===== src/rtl/assert_macros.svh =====
// Assertion macros shared by the slot manager RTL.
// Depends on nothing; included by the files that carry assertions.
`ifndef ASSERT_MACROS_SVH
`define ASSERT_MACROS_SVH

// The condition must hold at every clock edge outside reset.
`define LLSM_ASSERT_ALWAYS(lbl, clk, rst, cond, msg) \
   lbl: assert property (@(posedge clk) disable iff (rst) (cond)) else $error(msg);

// When the trigger holds, the consequence must hold in the next cycle.
`define LLSM_ASSERT_NEXT(lbl, clk, rst, trig, cons, msg) \
   lbl: assert property (@(posedge clk) disable iff (rst) (trig) |=> (cons)) else $error(msg);

`endif


===== src/rtl/llsm_ram.sv =====
// Generic single write port, single read port RAM with registered read data.
// Depends on nothing.
module llsm_ram #(
   parameter int WIDTH = 8,
   parameter int DEPTH = 256
) (
   input  logic                     clock,
   input  logic                     wr_en,
   input  logic [$clog2(DEPTH)-1:0] wr_addr,
   input  logic [WIDTH-1:0]         wr_data,
   input  logic [$clog2(DEPTH)-1:0] rd_addr,
   output logic [WIDTH-1:0]         rd_data
);

   logic [WIDTH-1:0] mem_ff [DEPTH];
   logic [WIDTH-1:0] rd_data_ff;

   // Write port.
   always_ff @(posedge clock) begin
      if (wr_en) begin
         mem_ff[wr_addr] <= wr_data;
      end
   end

   // Registered read port.
   always_ff @(posedge clock) begin
      rd_data_ff <= mem_ff[rd_addr];
   end

   assign rd_data = rd_data_ff;

endmodule


===== config.mk =====
export PLATFORM = sky130hd
export DESIGN_NAME = llsm_ram
export DESIGN_NICKNAME = d
export VERILOG_FILES = /design/src/rtl/assert_macros.svh /design/src/rtl/llsm_ram.sv
export SDC_FILE = /design/constraint.sdc
export NUM_CORES = 2
export LEC_CHECK = 0
export ABC_CLOCK_PERIOD_IN_PS = 4200
export BUFFER_PORTS_ARGS = -buffer_cell sky130_fd_sc_hd__buf_2
export CORE_ASPECT_RATIO = 1.25
export CORE_MARGIN = 2
export CORE_UTILIZATION = 67
export CTS_CLUSTER_DIAMETER = 60
export CTS_CLUSTER_SIZE = 25
export DETAILED_ROUTE_END_ITERATION = 6
export PLACE_DENSITY_LB_ADDON = 0.08
export SLEW_MARGIN = 5
export SYNTH_ARGS = -nofsm -noshare
export SYNTH_HDL_FRONTEND = slang
export SYNTH_SLANG_ARGS = --single-unit

===== constraint.sdc =====
create_clock -name clock -period 4.2 [get_ports clock]
set_clock_uncertainty 0.1 [all_clocks]
set_input_delay 0.42 -clock clock [delete_from_list [all_inputs] [get_ports clock]]
set_output_delay 0.42 -clock clock [all_outputs]
set_load 0.05 [all_outputs]

======== Word level (Yosys, flattened, before mapping) ========
Memory sizes are Yosys's and may differ from the RTL's. A register that Yosys moved wholly into a read port is not among the register bits.
Index checks and enable logic that the tools add are counted.
W data, S select, Z words.
word-level totals
  flip-flop bits (word level) ............. 0
  input bits .............................. 26
  bits in writable memories ............... 2048
  logic and storage cells ................. 3
  memories kept ........................... 1
  output and inout port bits .............. 8
operators by class
  mux-type cells .......................... 2
memory list
  memory  depth  width  read ports  clocked after Yosys merged registers in  wr ports  line            source
  mem_ff  256    8      1           1                                        1         llsm_ram.sv:15  logic [WIDTH-1:0] mem_ff [DEPTH];
operators by type and width
  kind     number
  $mux W1  2

======== Logic depth before layout (Yosys ltp) ========
  depth in word-level cells ............... 2
  gate-level depth with buffers ........... 11
  mapped depth without buffers ............ 6

======== Least setup slack after synthesis ========
OpenSTA, ideal clock, no wires.
  kind .................................... input to register
  from .................................... in rd_addr[0]
  to ...................................... reg rd_data_ff[2] (netlist: rd_data[2]) (read register of mem_ff)
  library setup time ...................... 0.131 ns
  data required time ...................... 3.969 ns
  arrival time ............................ 2.227 ns
  stages on the path ...................... 9
  buffers on the path ..................... 4
  slack ................................... 1.742 ns
  cell sequence ........................... buf_6 > buf_12 > buf_8 > buf_2 > mux4_2 > a22oi_1 > a21oi_1 > nor4_1 > nor4_2
RTL lines
  item             line            source
  start, declared  llsm_ram.sv:11  input logic [$clog2(DEPTH)-1:0] rd_addr,
  end, declared    llsm_ram.sv:16  logic [WIDTH-1:0] rd_data_ff;

==> metrics.cfg <==
[setup_path]
cp-start-kind=input port
crit_required_ps=4710
cp_top_family=simple AND/OR/NAND/NOR gates
worstSetupEndpointType=register
critPathSlowestCell=nor2b_1
arrival_ps=3920
crit_chain=buf_2 > nor2b_1 > a221oi_1 > o211ai_1 > nand3_1 > nor4_1 > buf_4 > nor4_2
slowest_delay_ps=1020
crit_fanout=20
cp.depth=8
critical_path_class=input port to register
ff2ff_setup_slack_ps=1200
r2r_end=rd_data[0]
rr_worst_depth=6
r2r_start=mem_ff[19][0]
crit_buf_inv=2
crit_start=rd_addr[3]

[global_route]
grt_pass1_wl_mm=273
globalRouteTotalUtil_pct=31.5
antenna_found_initial=6
overflow=0
grt_pass1_vias=39023
grt_max_degree=141

[placed_design]
place_congestion=0.876
dp.final_hpwl_mm=119
port_buffers=33
placed_area_mm2=0.0820
dp.cells=5269

[run_status]
status=finished clean

[cts]
root_buffer=clkbuf_16
clk_path_buf_depth=3
cts_sinks=2056
numCtsBuffers=115
htree_levels=3
clk-insertion-delay-late_ps=760
post-cts-setup-buffers=0
clk_pin_slew_worst_paths_ps=90
cts_tree=done

[synthesis]
mappedNetlistArea_mm2=0.0796
avgSynthCellArea_um2=21.3
yosysSeqAreaShare_pct=77.5
synth_cell_type_count=55
yosys.area.top_type=edfxtp_1
synth_fp_nets=3759
ys_warn_count=0
synth_top_area_share_pct=77.3
synth_seq_cells=2056
syn_inst=3733
synthTopCellsByArea=edfxtp_1, mux4_2, mux2i_1

[pwr]
powerDensity_mw_per_mm2=435
p_leak_nw=26.2
vdd_drop_max_mv=0.461

[min_path]
min_to=mem_ff[43][1]
min_path_cells=1
hp-start=wr_data[1]
hold_path.class=input port to register

[finish]
fin_cells=5477
syn2layout_area_growth_pct=7.98
nets=3840
fin_area_mm2=0.0859
layout-drive-gt1-share_pct=22.3

[floorplanning]
die_area_mm2=0.122
fp.dieW_um=312
rows=141
core_mm2=0.118
ioPinCount=34
start_util_pct=67.4
die-height_um=389

[routing]
viasPerCell=7.08
ant_nets=0
vias=38790
routedWlPerCell_um=34.2
route.detailed.drc=0
drt_wl_total_mm=187
first_pass_iters=5
dr.first_iter.drc_count=5602

[timing]
fmax_mhz=293
fin_crit_ps=3410
relSlewSlack_pct=10.2
final-setup-viol-count=0
drv_slew=0
rsz0062_at_grt=false
hold_viol_final=0
worst_slew_pin_slew_ps=1330
period_share_pct=81.3
setup_tns_ps=0

[job]
drv_cap=0

==> cells by family (layout without fill, tap and decap cells) <==
| group | after synthesis | in the layout | share of synthesized area (%) |
|---|---|---|---|
| mux | 591 | 591 | 14.6 |
| other cells | 0 | 3 | 0 |
| simple gates | 466 | 466 | 2.63 |
| buf+inv | 235 | 403 | 1.83 |
| flops | 2056 | 2056 | 77.5 |
| compound gates | 385 | 385 | 3.42 |
==> power by group <==
group	switching, mW	internal (mW)	total, mW
clock	6.88	5.75	12.6
combinational	1.37	0.728	2.10
sequential	0.0339	22.6	22.6
==> placed cells by master, fill, tap and decap left out, types with 6 or more instances in the layout <==
cell type      n
edfxtp_1    2048
o22ai_1       28
nand2b_1       8
a22oi_1      133
clkinv_2       6
nand3_1       34
and2_1         6
buf_2         22
buf_4        133
a211oi_1      16
nor4_1        24
o21ai_0       10
mux2i_1      134
nor3_1        22
clkinv_4      11
a22o_1         8
a21oi_1       96
dfxtp_1        8
a221oi_1      13
nor2_1       279
inv_6         20
o211ai_1      10
clkbuf_8       8
mux4_2       454
clkbuf_16    119
nand2_1       32
inv_8         12
clkinvlp_4    10
o221ai_1      46
clkinv_8      14
nor2b_1       28
nand4_1       10
buf_12        31
==> cell usage after synthesis, drive strengths merged <==
cell type  number
mux2            1
or2             4
mux2i         134
a2111oi         5
mux4          456
nor3b           1
nor2          282
nand3b          2
a22oi         133
buf           122
a211oi         16
nand3          34
o22ai          28
o21ai          12
a22o            8
a21boi          1
nand2b          8
nor3           22
clkinv          1
or3b            1
nand2          33
edfxtp       2048
clkbuf        111
a31oi           2
a311oi          2
dfxtp           8
or2b            1
nand4          10
o22a            5
nor4           27
and2            6
nor2b          31
a221oi         14
and3            1
nor4b           1
and3b           2
o221ai         47
inv             1
a21oi          96
o311ai          1
o211ai         10
o32ai           5
==> metal layers <==
layer | track usage, % | up-vias | wire (um)
met5 | 0 | - | 34
met3 | 4.82 | 371 | 17600
met2 | 51.6 | 2189 | 94400
li1 | - | 15799 | -
met4 | 12.0 | 6 | 8030
met1 | 43.8 | 20425 | 67200
==> per-stage QoR <==
step	util, %	total power [mW]	worst slack, ps	hold slack, ps
3_3_place_gp	69.5	25.1	267	775
3_5_place_dp	69.5	25.2	146	780
2_1_floorplan	-	24.2	1740	419
6_report	72.8	37.3	785	139
5_1_grt	72.8	38.2	781	147
4_1_cts	72.8	37.4	918	124
==> worst max path at each step <==
stage                       endpoint  slack, ps
after floorplan           rd_data[2]       1740
after global placement    rd_data[5]        270
after detailed placement  rd_data[0]        150
after CTS                 rd_data[0]        920
after global routing      rd_data[0]        780
final                     rd_data[0]        790
==> worst register-to-register path, stage by stage, from the launching register on <==
cell and delay, ps:
edfxtp_1 370, mux4_2 530, a22oi_1 380, a21oi_1 240, nor4_1 880, buf_4 310
nor4_2 50
==> area by class of cell <==
cell class	instances	area, um2
antenna	3	7.51
clock buffer	124	3000
clock inverter	80	910
fill	6599	32100
inverter	2	7.51
multi-input combinational	1442	16500
sequential	2056	61700
tap	1573	1970
timing repair buffer	197	1880
==> flip-flops by register name (all words and copies together), names as in the netlist <==
signal,count
rd_data,8
mem_ff,2048
==> repair_timing <==
item	CTS	global route
endpoints found under the hold margin	30	0
hold buffers	1	0
resized for setup	0	0
Power figures use the tool's default switching activity.
