$ cat src/rtl/assert_macros.svh
// Assertion macros shared by the slot manager RTL.
// Depends on nothing; included by the files that carry assertions.
`ifndef ASSERT_MACROS_SVH
`define ASSERT_MACROS_SVH

// The condition must hold at every clock edge outside reset.
`define LLSM_ASSERT_ALWAYS(lbl, clk, rst, cond, msg) \
   lbl: assert property (@(posedge clk) disable iff (rst) (cond)) else $error(msg);

// When the trigger holds, the consequence must hold in the next cycle.
`define LLSM_ASSERT_NEXT(lbl, clk, rst, trig, cons, msg) \
   lbl: assert property (@(posedge clk) disable iff (rst) (trig) |=> (cons)) else $error(msg);

`endif

$ cat src/rtl/llsm_pkg.sv
// Shared constants, codes, port structs and helper functions of the slot manager.
// Depends on nothing.
package llsm_pkg;

   localparam int SLOT_COUNT  = 256;
   localparam int VALUE_BITS  = 32;
   localparam int SLOT_BITS   = $clog2(SLOT_COUNT);
   localparam int STEP_BITS   = SLOT_BITS + 1;
   localparam int ACTION_BITS = 2;
   localparam int ANCHOR_BITS = 8;
   localparam int STATUS_BITS = 2;
   localparam int INPUT_BITS  = 32;

   localparam logic [ACTION_BITS-1:0] ACT_APPEND = 2'd0;
   localparam logic [ACTION_BITS-1:0] ACT_INSERT = 2'd1;
   localparam logic [ACTION_BITS-1:0] ACT_DELETE = 2'd2;
   localparam logic [ACTION_BITS-1:0] ACT_SEARCH = 2'd3;

   localparam logic [STATUS_BITS-1:0] STATUS_OK         = 2'd0;
   localparam logic [STATUS_BITS-1:0] STATUS_FULL       = 2'd1;
   localparam logic [STATUS_BITS-1:0] STATUS_BAD_ANCHOR = 2'd2;
   localparam logic [STATUS_BITS-1:0] STATUS_NOT_FOUND  = 2'd3;

   // Port bundle of a link memory (next or previous pointers).
   typedef struct packed {
      logic                 wr_en;
      logic [SLOT_BITS-1:0] wr_addr;
      logic [SLOT_BITS-1:0] wr_data;
      logic [SLOT_BITS-1:0] rd_addr;
   } link_port_type;

   // Port bundle of the slot data memory.
   typedef struct packed {
      logic                  wr_en;
      logic [SLOT_BITS-1:0]  wr_addr;
      logic [VALUE_BITS-1:0] wr_data;
      logic [SLOT_BITS-1:0]  rd_addr;
   } data_port_type;

   // Port bundle of the in-use flag memory.
   typedef struct packed {
      logic                 wr_en;
      logic [SLOT_BITS-1:0] wr_addr;
      logic                 wr_data;
      logic [SLOT_BITS-1:0] rd_addr;
   } flag_port_type;

   // Input value to stored word: low bits kept, zero extended if wider.
   function automatic logic [VALUE_BITS-1:0] to_word(input logic [INPUT_BITS-1:0] v);
      logic [VALUE_BITS-1:0] w;
      for (int i = 0; i < VALUE_BITS; i++) begin
         w[i] = (i < INPUT_BITS) ? v[i % INPUT_BITS] : 1'b0;
      end
      return w;
   endfunction

   // Anchor field to slot index.
   function automatic logic [SLOT_BITS-1:0] to_index(input logic [ANCHOR_BITS-1:0] a);
      logic [SLOT_BITS-1:0] s;
      for (int i = 0; i < SLOT_BITS; i++) begin
         s[i] = (i < ANCHOR_BITS) ? a[i % ANCHOR_BITS] : 1'b0;
      end
      return s;
   endfunction

   // Slot index to the result field.
   function automatic logic [ANCHOR_BITS-1:0] to_field(input logic [SLOT_BITS-1:0] s);
      logic [ANCHOR_BITS-1:0] f;
      for (int i = 0; i < ANCHOR_BITS; i++) begin
         f[i] = (i < SLOT_BITS) ? s[i % SLOT_BITS] : 1'b0;
      end
      return f;
   endfunction

endpackage

$ cat src/rtl/llsm_ctrl.sv
// Sequencer of the slot manager: pointer registers, the shared key compare and
// the memory port control. Depends on llsm_pkg and assert_macros.svh.
`include "assert_macros.svh"

module llsm_ctrl (
   input  logic                                 clock,
   input  logic                                 reset,
   input  logic                                 req_valid,
   output logic                                 req_stall,
   input  logic [llsm_pkg::ACTION_BITS-1:0]     req_action,
   input  logic [llsm_pkg::ANCHOR_BITS-1:0]     req_anchor_slot,
   input  logic [llsm_pkg::INPUT_BITS-1:0]      req_value,
   output logic                                 rsp_valid,
   input  logic                                 rsp_stall,
   output logic [llsm_pkg::STATUS_BITS-1:0]     rsp_status,
   output logic [llsm_pkg::ANCHOR_BITS-1:0]     rsp_result_slot,
   output llsm_pkg::link_port_type              nxt_port,
   output llsm_pkg::link_port_type              prv_port,
   output llsm_pkg::data_port_type              dat_port,
   output llsm_pkg::flag_port_type              use_port,
   input  logic [llsm_pkg::SLOT_BITS-1:0]       nxt_q,
   input  logic [llsm_pkg::SLOT_BITS-1:0]       prv_q,
   input  logic [llsm_pkg::VALUE_BITS-1:0]      dat_q,
   input  logic                                 use_q
);

   localparam int SB = llsm_pkg::SLOT_BITS;

   localparam logic [2:0] S_CLEAR = 3'd0;
   localparam logic [2:0] S_IDLE  = 3'd1;
   localparam logic [2:0] S_LOOK  = 3'd2;
   localparam logic [2:0] S_W2    = 3'd3;
   localparam logic [2:0] S_SRCH  = 3'd4;
   localparam logic [2:0] S_DONE  = 3'd5;

   localparam logic [SB-1:0] LAST_SLOT = SB'(llsm_pkg::SLOT_COUNT - 1);
   localparam logic [llsm_pkg::STEP_BITS-1:0] STEP_LIMIT =
      llsm_pkg::STEP_BITS'(llsm_pkg::SLOT_COUNT);

   // Control state.
   logic [2:0]  state_ff, state_in;
   logic [SB-1:0] clr_ff, clr_in;
   logic [SB-1:0] head_ff, head_in;
   logic [SB-1:0] tail_ff, tail_in;
   logic [SB-1:0] free_ff, free_in;
   logic          rsp_valid_ff, rsp_valid_in;

   // Item working registers.
   logic [llsm_pkg::ACTION_BITS-1:0] act_ff, act_in;
   logic [SB-1:0]                    anc_ff, anc_in;
   logic                             anc_ok_ff, anc_ok_in;
   logic [llsm_pkg::VALUE_BITS-1:0]  key_ff, key_in;
   logic [SB-1:0]                    p_ff, p_in;
   logic [SB-1:0]                    s_ff, s_in;
   logic [SB-1:0]                    cur_ff, cur_in;
   logic [llsm_pkg::STEP_BITS-1:0]   steps_ff, steps_in;
   logic [llsm_pkg::STATUS_BITS-1:0] st_ff, st_in;
   logic [llsm_pkg::STATUS_BITS-1:0] rsp_status_ff, rsp_status_in;
   logic [llsm_pkg::ANCHOR_BITS-1:0] rsp_slot_ff, rsp_slot_in;

   logic          req_take;
   logic [SB-1:0] req_idx;
   logic          req_in_range;
   logic          key_hit;

   assign req_stall    = (state_ff != S_IDLE);
   assign req_take     = req_valid && !req_stall;
   assign req_idx      = llsm_pkg::to_index(req_anchor_slot);
   assign req_in_range = (req_anchor_slot != '0) &&
                         (32'(req_anchor_slot) < 32'(llsm_pkg::SLOT_COUNT));

   // Shared compare unit: stored word of the current slot against the key.
   assign key_hit = (dat_q == key_ff);

   // Sequencer.
   always_comb begin
      state_in      = state_ff;
      clr_in        = clr_ff;
      head_in       = head_ff;
      tail_in       = tail_ff;
      free_in       = free_ff;
      act_in        = act_ff;
      anc_in        = anc_ff;
      anc_ok_in     = anc_ok_ff;
      key_in        = key_ff;
      p_in          = p_ff;
      s_in          = s_ff;
      cur_in        = cur_ff;
      steps_in      = steps_ff;
      st_in         = st_ff;
      rsp_valid_in  = rsp_valid_ff && rsp_stall;
      rsp_status_in = rsp_status_ff;
      rsp_slot_in   = rsp_slot_ff;

      nxt_port = '0;
      prv_port = '0;
      dat_port = '0;
      use_port = '0;

      // Read addresses: taken from the request in idle, from the chain in a search.
      if (state_ff == S_SRCH) begin
         nxt_port.rd_addr = nxt_q;
         dat_port.rd_addr = nxt_q;
      end else begin
         dat_port.rd_addr = head_ff;
         case (req_action)
            llsm_pkg::ACT_DELETE: nxt_port.rd_addr = req_idx;
            llsm_pkg::ACT_SEARCH: nxt_port.rd_addr = head_ff;
            default:              nxt_port.rd_addr = free_ff;
         endcase
      end
      prv_port.rd_addr = req_idx;
      use_port.rd_addr = req_idx;

      case (state_ff)
         // Build the free chain and clear the links after reset.
         S_CLEAR: begin
            nxt_port.wr_en   = 1'b1;
            nxt_port.wr_addr = clr_ff;
            nxt_port.wr_data = (clr_ff == LAST_SLOT) ? '0 : clr_ff + 1'b1;
            prv_port.wr_en   = 1'b1;
            prv_port.wr_addr = clr_ff;
            use_port.wr_en   = 1'b1;
            use_port.wr_addr = clr_ff;
            clr_in           = clr_ff + 1'b1;
            if (clr_ff == LAST_SLOT) begin
               state_in = S_IDLE;
            end
         end

         S_IDLE: begin
            if (req_take) begin
               act_in    = req_action;
               anc_in    = req_idx;
               anc_ok_in = req_in_range;
               key_in    = llsm_pkg::to_word(req_value);
               cur_in    = head_ff;
               steps_in  = '0;
               state_in  = (req_action == llsm_pkg::ACT_SEARCH) ? S_SRCH : S_LOOK;
            end
         end

         // Reads are back: check the item and make the first round of writes.
         S_LOOK: begin
            st_in    = llsm_pkg::STATUS_OK;
            state_in = S_DONE;
            case (act_ff)
               llsm_pkg::ACT_APPEND: begin
                  if (free_ff == '0) begin
                     st_in = llsm_pkg::STATUS_FULL;
                  end else begin
                     dat_port.wr_en   = 1'b1;
                     dat_port.wr_addr = free_ff;
                     dat_port.wr_data = key_ff;
                     use_port.wr_en   = 1'b1;
                     use_port.wr_addr = free_ff;
                     use_port.wr_data = 1'b1;
                     nxt_port.wr_en   = 1'b1;
                     nxt_port.wr_addr = free_ff;
                     prv_port.wr_en   = 1'b1;
                     prv_port.wr_addr = free_ff;
                     prv_port.wr_data = tail_ff;
                     s_in    = free_ff;
                     p_in    = tail_ff;
                     free_in = nxt_q;
                     tail_in = free_ff;
                     if (tail_ff == '0) begin
                        head_in = free_ff;
                     end else begin
                        state_in = S_W2;
                     end
                  end
               end
               llsm_pkg::ACT_INSERT: begin
                  if (!(anc_ok_ff && use_q)) begin
                     st_in = llsm_pkg::STATUS_BAD_ANCHOR;
                  end else if (free_ff == '0) begin
                     st_in = llsm_pkg::STATUS_FULL;
                  end else begin
                     dat_port.wr_en   = 1'b1;
                     dat_port.wr_addr = free_ff;
                     dat_port.wr_data = key_ff;
                     use_port.wr_en   = 1'b1;
                     use_port.wr_addr = free_ff;
                     use_port.wr_data = 1'b1;
                     nxt_port.wr_en   = 1'b1;
                     nxt_port.wr_addr = free_ff;
                     nxt_port.wr_data = anc_ff;
                     prv_port.wr_en   = 1'b1;
                     prv_port.wr_addr = free_ff;
                     prv_port.wr_data = prv_q;
                     s_in     = free_ff;
                     p_in     = prv_q;
                     free_in  = nxt_q;
                     state_in = S_W2;
                     if (prv_q == '0) begin
                        head_in = free_ff;
                     end
                  end
               end
               llsm_pkg::ACT_DELETE: begin
                  if (!(anc_ok_ff && use_q)) begin
                     st_in = llsm_pkg::STATUS_BAD_ANCHOR;
                  end else begin
                     if (prv_q != '0) begin
                        nxt_port.wr_en   = 1'b1;
                        nxt_port.wr_addr = prv_q;
                        nxt_port.wr_data = nxt_q;
                     end else begin
                        head_in = nxt_q;
                     end
                     if (nxt_q != '0) begin
                        prv_port.wr_en   = 1'b1;
                        prv_port.wr_addr = nxt_q;
                        prv_port.wr_data = prv_q;
                     end else begin
                        tail_in = prv_q;
                     end
                     use_port.wr_en   = 1'b1;
                     use_port.wr_addr = anc_ff;
                     s_in     = anc_ff;
                     state_in = S_W2;
                  end
               end
               default: begin
                  st_in = llsm_pkg::STATUS_NOT_FOUND;
               end
            endcase
         end

         // Second round of link writes.
         S_W2: begin
            state_in = S_DONE;
            case (act_ff)
               llsm_pkg::ACT_APPEND: begin
                  nxt_port.wr_en   = 1'b1;
                  nxt_port.wr_addr = p_ff;
                  nxt_port.wr_data = s_ff;
               end
               llsm_pkg::ACT_INSERT: begin
                  nxt_port.wr_en   = (p_ff != '0);
                  nxt_port.wr_addr = p_ff;
                  nxt_port.wr_data = s_ff;
                  prv_port.wr_en   = 1'b1;
                  prv_port.wr_addr = anc_ff;
                  prv_port.wr_data = s_ff;
               end
               default: begin
                  nxt_port.wr_en   = 1'b1;
                  nxt_port.wr_addr = anc_ff;
                  nxt_port.wr_data = free_ff;
                  prv_port.wr_en   = 1'b1;
                  prv_port.wr_addr = anc_ff;
                  free_in          = anc_ff;
               end
            endcase
         end

         // One slot of the walk per cycle.
         S_SRCH: begin
            if (cur_ff == '0 || steps_ff == STEP_LIMIT) begin
               st_in    = llsm_pkg::STATUS_NOT_FOUND;
               state_in = S_DONE;
            end else if (key_hit) begin
               st_in    = llsm_pkg::STATUS_OK;
               s_in     = cur_ff;
               state_in = S_DONE;
            end else begin
               cur_in   = nxt_q;
               steps_in = steps_ff + 1'b1;
            end
         end

         // Hand the result to the output register once it is free.
         S_DONE: begin
            if (!rsp_valid_ff || !rsp_stall) begin
               rsp_valid_in  = 1'b1;
               rsp_status_in = st_ff;
               rsp_slot_in   = (st_ff == llsm_pkg::STATUS_OK) ?
                               llsm_pkg::to_field(s_ff) : '0;
               state_in      = S_IDLE;
            end
         end

         default: begin
            state_in = S_CLEAR;
         end
      endcase
   end

   // Control registers.
   always_ff @(posedge clock) begin
      if (reset) begin
         state_ff     <= S_CLEAR;
         clr_ff       <= '0;
         head_ff      <= '0;
         tail_ff      <= '0;
         free_ff      <= SB'(1);
         rsp_valid_ff <= 1'b0;
      end else begin
         state_ff     <= state_in;
         clr_ff       <= clr_in;
         head_ff      <= head_in;
         tail_ff      <= tail_in;
         free_ff      <= free_in;
         rsp_valid_ff <= rsp_valid_in;
      end
   end

   // Payload registers.
   always_ff @(posedge clock) begin
      act_ff        <= act_in;
      anc_ff        <= anc_in;
      anc_ok_ff     <= anc_ok_in;
      key_ff        <= key_in;
      p_ff          <= p_in;
      s_ff          <= s_in;
      cur_ff        <= cur_in;
      steps_ff      <= steps_in;
      st_ff         <= st_in;
      rsp_status_ff <= rsp_status_in;
      rsp_slot_ff   <= rsp_slot_in;
   end

   assign rsp_valid       = rsp_valid_ff;
   assign rsp_status      = rsp_status_ff;
   assign rsp_result_slot = rsp_slot_ff;

   // An empty list has neither head nor tail.
   `LLSM_ASSERT_ALWAYS(a_head_tail_empty, clock, reset,
      (state_ff != S_IDLE) || ((head_ff == '0) == (tail_ff == '0)),
      "list head and tail disagree on an empty list")
   // A successful append leaves a tail behind.
   `LLSM_ASSERT_NEXT(a_append_tail, clock, reset,
      (state_ff == S_LOOK) && (act_ff == llsm_pkg::ACT_APPEND) && (free_ff != '0),
      (tail_ff != '0), "append left no tail")
   // The search walk stays within the slot count.
   `LLSM_ASSERT_ALWAYS(a_walk_bound, clock, reset,
      (state_ff != S_SRCH) || (steps_ff <= STEP_LIMIT),
      "search walk ran past the slot count")

endmodule

$ cat config.mk
export PLATFORM = sky130hd
export DESIGN_NAME = llsm_ctrl
export DESIGN_NICKNAME = d
export VERILOG_FILES = /design/src/rtl/llsm_pkg.sv /design/src/rtl/llsm_ctrl.sv
export VERILOG_INCLUDE_DIRS = /design/src /design/src/rtl
export SDC_FILE = /design/constraint.sdc
export NUM_CORES = 1
export LEC_CHECK = 0
export ABC_AREA = 1
export BUFFER_PORTS_ARGS = -buffer_cell sky130_fd_sc_hd__buf_2
export CAP_MARGIN = 0
export CORE_MARGIN = 4
export CORE_UTILIZATION = 40
export DETAILED_ROUTE_END_ITERATION = 10
export PLACE_DENSITY = 0.63
export SETUP_SLACK_MARGIN = 0.3
export SYNTH_ARGS = -nofsm -noshare
export SYNTH_HDL_FRONTEND = slang
export SYNTH_SLANG_ARGS = --single-unit
$ cat constraint.sdc
create_clock -name clock -period 5.4 [get_ports clock]
set_clock_uncertainty 0.2 [all_clocks]
set_input_delay 0.54 -clock clock [delete_from_list [all_inputs] [get_ports clock]]
set_output_delay 0.54 -clock clock [all_outputs]
set_load 0.01 [all_outputs]
* After elaboration in Yosys (flattened, before gate mapping) *
Cells that the tools add are included.

word-level totals
  bits of input ports = 95
  bits in registers = 124
  output and inout port bits = 129
  word-level logic and storage cells = 180

cells by class
  reduce and logical (&&, ||, !) cells = 36
  add/sub/neg operators = 2
  muxes and demuxes = 92
  eq/ne operators = 33

operators with widths
  cell                                                            count
  8-bit two-way mux                                               28
  17-bit two-way mux                                              9
  8-bit case mux with 2 select lines                              9
  41-bit two-way mux                                              3
  17-bit case mux with 3 select lines                             2
  41-bit case mux with 2 select lines                             1
  9-bit case mux with 3 select lines                              3
  9-bit two-way mux                                               6
  8-bit case mux with 3 select lines                              2
  9-bit case mux with 2 select lines                              2
  17-bit case mux with 2 select lines                             1
  3-bit two-way mux                                               11
  32-bit equality test                                            1
  8-bit zero test                                                 4
  8-bit nonzero test                                              4
  2-bit != test (second input constant)                           15
  10-bit two-way mux                                              2
  3-bit case mux with 6 select lines                              1
  4-bit AND reduction                                             3
  5-bit AND reduction                                             2
  2-bit nonzero test                                              5
  9-bit by 1-bit adder with 9-bit output (second input constant)  1
  9-bit equality test (second input constant)                     1
  3-bit case mux with 3 select lines                              1
  26 further kinds                                                46

* Longest topological paths before layout *
  depth after elaboration = 5
  gate-level depth with buffers = 12

* Worst setup path before layout *
No wires, ideal clock.

  path type = flip-flop to flip-flop
  from = register state_ff[0]
  to = register cur_ff[0] (enable)
  stages on the path, launching flop included = 7
  setup time = 397 ps
  required time = 4,803 ps
  arrival time = 3,587 ps
  path buffers = 0
  slack = 1,216 ps
  path through = dfxtp_1 -> nand2_1 -> nor2_1 -> inv_1 -> nor2_1 -> a21oi_1 -> a21oi_1

between the ends
  cells in the longest elaborated chain, start to end = 5

ends and longest elaborated chain
  element                                   line              RTL
  start, declared                           llsm_ctrl.sv:41   logic [2:0] state_ff, state_in;
  start signal, assigned                    llsm_ctrl.sv:301  state_ff <= state_in;
  3-bit by 1-bit != test with 1-bit output  llsm_ctrl.sv:66   assign req_stall = (state_ff != S_IDLE);
  via req_stall                             llsm_ctrl.sv:9    output logic req_stall,
  1-bit zero test                           llsm_ctrl.sv:67   assign req_take = req_valid && !req_stall;
  1-bit logical AND                         llsm_ctrl.sv:67
  2-bit != test (no source line)            --
  4-bit AND reduction (no source line)      --
  end signal, assigned                      llsm_ctrl.sv:318  cur_ff <= cur_in;
  end, declared                             llsm_ctrl.sv:55   logic [SB-1:0] cur_ff, cur_in;

The timed path passes the listed nets, and every way through them passes these cells.
A chain may end at the register's enable or synchronous reset.

==> results.md <==
* Status: finished, final reports clean
* Setup Crit Path Kind: reg2out
* Core Area at 18800 µm²
* Die X at 147 µm
* First-pass GRT wire length at 44300 µm
* Post-Syn Area at 7690 µm²
* Syn-to-layout area delta at 23.3%
* Via density at 5.28
* Clock root cell: clkbuf_16
* Simple-Gate Fraction of Synth Area at 0.220
* Max Fclk at 0.241 GHz
* Critical Path AT at 3.41 ns
* Final setup violating endpoints at 0
* Final HPWL DP at 23100 µm
* Final-report hold violation count at 0
* CP max-delay cell: ha_1
* Initial DRC Count at 722
* Synth cell count leaders: nand2_1, nor2_1, inv_1, o21ai_0, edfxtp_1
* ANT nets after route at 0
* Postcts setup bufs at 0
* Largest family of logic cells by synthesized area: simple AND/OR/NAND/NOR gates
* Top delay family on crit path: buffers and inverters
* Via Count at 7900
* DR WL/cell at 19.9 µm
* # port buffers at 223
* Nets at 1324
* Synth Flop Type: edfxtp_1
* XOR/XNOR Fraction of Synth Area at 0.0319
* Least-Margin Pin Slew at 0.854 ns
* Min cycle time layout at 4.15 ns
* Synth Area in Compound Gates at 0.184
* Asr flop ratio synth at 0
* Clock sinks at 124
* Yosys top cell area share at 0.344
* Count leader, synth: nand2_1
* Vias in the first global route at 7554
* Drc violations at 0
* Largest area contributor in the netlist: edfxtp_1
* Post-cts resize count at 0
* Clock H-tree levels at 4
* # diodes at 0
* Slew Limit Fails at 0
* Router iterations before antenna repair at 6
* Insertion delay to the later sink of the worst-skew pair at 0.42 ns
* Max-cap violation count at 0
* Routed WL at 29700 µm
* IO Pins at 224
* Total congestion overflow at 0
* PwrDens at 245 nW/µm²
* Cell variety after synth at 43
* Clock Tree Buf Depth at 2
* Initial Utilization at 0.408
* Synth warn at 0
* CP Max Fanout at 32
* Slew headroom at 0.431
* Tot GR Track Use at 0.270
* CTS tree: yes
* Period utilization at 0.768
* Worst min-delay path class: in2reg
* Setup WS pre-CTS at 1.72 ns
* Syn avg cell area at 7.47 µm²
* Setup TNS at 0 ns
* RSZ-0062 raised after global routing: false
* Register area share after synthesis at 0.437
* Crit path buffers/inverters at 5
* Max stage delay on crit path at 0.71 ns
* Post-Synth Adder-Cell Area at 0.0114
* Post-Syn Instances at 1029
* Clk pin slew, worst setup/hold paths at 0.06 ns
* Die area at 21500 µm²
* Syn Nets at 1131
* Maximum VDD drop at 0.218 mV
* CTS buffer count at 17
* Synth area leaders: edfxtp_1, dfxtp_1, nand2_1
* Leak pwr at 4.33 nW
* Top cell by count, worst path: inv_2
* EDFF count, synth at 88
* CP Capture Type: output pin
* Largest net degree at the start of global routing at 45
* Req. time, crit path at 4.66 ns
* Layout cells sized above 1 at 0.245
* Hold-fix buffers, CTS at 0
* Row Count at 50
* Initial antenna violation count at 0
* Worst path cell trace: inv_1, ha_1, nor2_4, inv_2, o21ai_2, nor2_1, inv_2, nor2_2, inv_2, nor2_1, buf_2
* Gp weighted congestion at 0.976
* Element type at the critical path start: flop
* Yosys reg bits at 124
* Chip height at 147 µm
* Final setup margin at 1.25 ns
* Post-synthesis mux area share at 0
report_power, final:
part           switching (mW)  leakage (nW)  internal (mW)
sequential            0.00271          1.09           1.01
combinational          0.0834          2.96         0.0585
clock                   0.448         0.279          0.722
layer usage:
| metal | routed length [µm] | global-route usage | vias up |
|---|---|---|---|
| li1 | - | - | 3784 |
| met1 | 12400 | 0.364 | 3681 |
| met2 | 13500 | 0.425 | 373 |
| met3 | 2680 | 0.0639 | 62 |
| met4 | 1080 | 0.0978 | 0 |
| met5 | 0 | 0 | - |
layout make-up:
type	count	area, µm²
sequential	124	3360
timing repair buffer	230	1170
multi-input combinational	693	3460
inverter	156	586
clock buffer	20	437
fill	1868	9350
clock inverter	12	145
tap	260	325
per-stage QoR:
step	total power [mW]	std cells	hold WS, ns	cell area [µm²]	util
after floorplan	1.10	1029	0.217	7690	-
after global placement	1.18	1463	0.237	8900	0.473
after detailed placement	1.18	1463	0.237	8900	0.473
after CTS	2.33	1495	0.0830	9480	0.503
after global routing	2.39	1495	0.0763	9480	0.503
final	2.33	1495	0.0910	9480	0.503
cells in the final DEF, fill, tap and decap left out, types with 6 or more instances in the layout:
cell type / Yosys / layout
a21oi_1: 63 / 63
a31oi_1: 8 / 8
buf_2: 11 / 223
buf_4: 19 / 7
clkbuf_16: 0 / 17
dfxtp_1: 36 / 36
edfxtp_1: 88 / 88
ha_1: 7 / 7
inv_1: 135 / 135
inv_2: 21 / 21
nand2_1: 172 / 172
nand3_1: 27 / 27
nor2_1: 157 / 155
nor2_2: 7 / 8
nor3_1: 20 / 20
nor4_1: 6 / 6
o211ai_1: 8 / 8
o21ai_0: 96 / 96
o21ai_1: 31 / 31
o21bai_1: 6 / 6
o221ai_1: 7 / 7
o22ai_1: 21 / 21
xnor2_1: 27 / 27
cells by family (layout without fill, tap and decap cells):
group / count (synthesis) / in the layout
fa+ha+maj: 7 / 7
simple gates: 406 / 406
xor+xnor: 28 / 28
compound gates: 252 / 252
buf+inv: 212 / 418
flops: 124 / 124
final timing paths:
| path | startpoint | slack (ns) | cells past startpoint | to |
|---|---|---|---|---|
| worst max-delay path | act_ff[1]$_DFFE_PP_ | 1.25 | 11 | dat_port[29] |
| worst min-delay path | req_value[18] | 0.09 | 1 | key_ff[18]$_DFFE_PP_ |
| worst max register to register | act_ff[1]$_DFFE_PP_ | 2.13 | 8 | s_ff[7]$_DFFE_PP_ |
| worst min register to register | st_ff[0]$_DFFE_PP_ | 0.25 | 0 | rsp_status[0]$_DFFE_PP_ |
flip-flops by register name, summed over array words and instances (netlist names):
| register | cells |
|---|---|
| steps_ff | 9 |
| tail_ff | 8 |
| anc_ok_ff | 1 |
| free_ff | 8 |
| clr_ff | 8 |
| rsp_result_slot | 8 |
| act_ff | 2 |
| st_ff | 2 |
| p_ff | 8 |
| head_ff | 8 |
| state_ff | 3 |
| key_ff | 32 |
| s_ff | 8 |
| rsp_valid | 1 |
| rsp_status | 2 |
| cur_ff | 8 |
| anc_ff | 8 |
worst register-to-register path, delay by kind of cell (launching register included):
family          cells  cell delay [ns]
fa+ha+maj           1             0.72
buf+inv             2             0.36
simple gates        2             0.34
flops               1             0.42
compound gates      3             0.86
No activity file was read; power rests on OpenSTA's default activity.
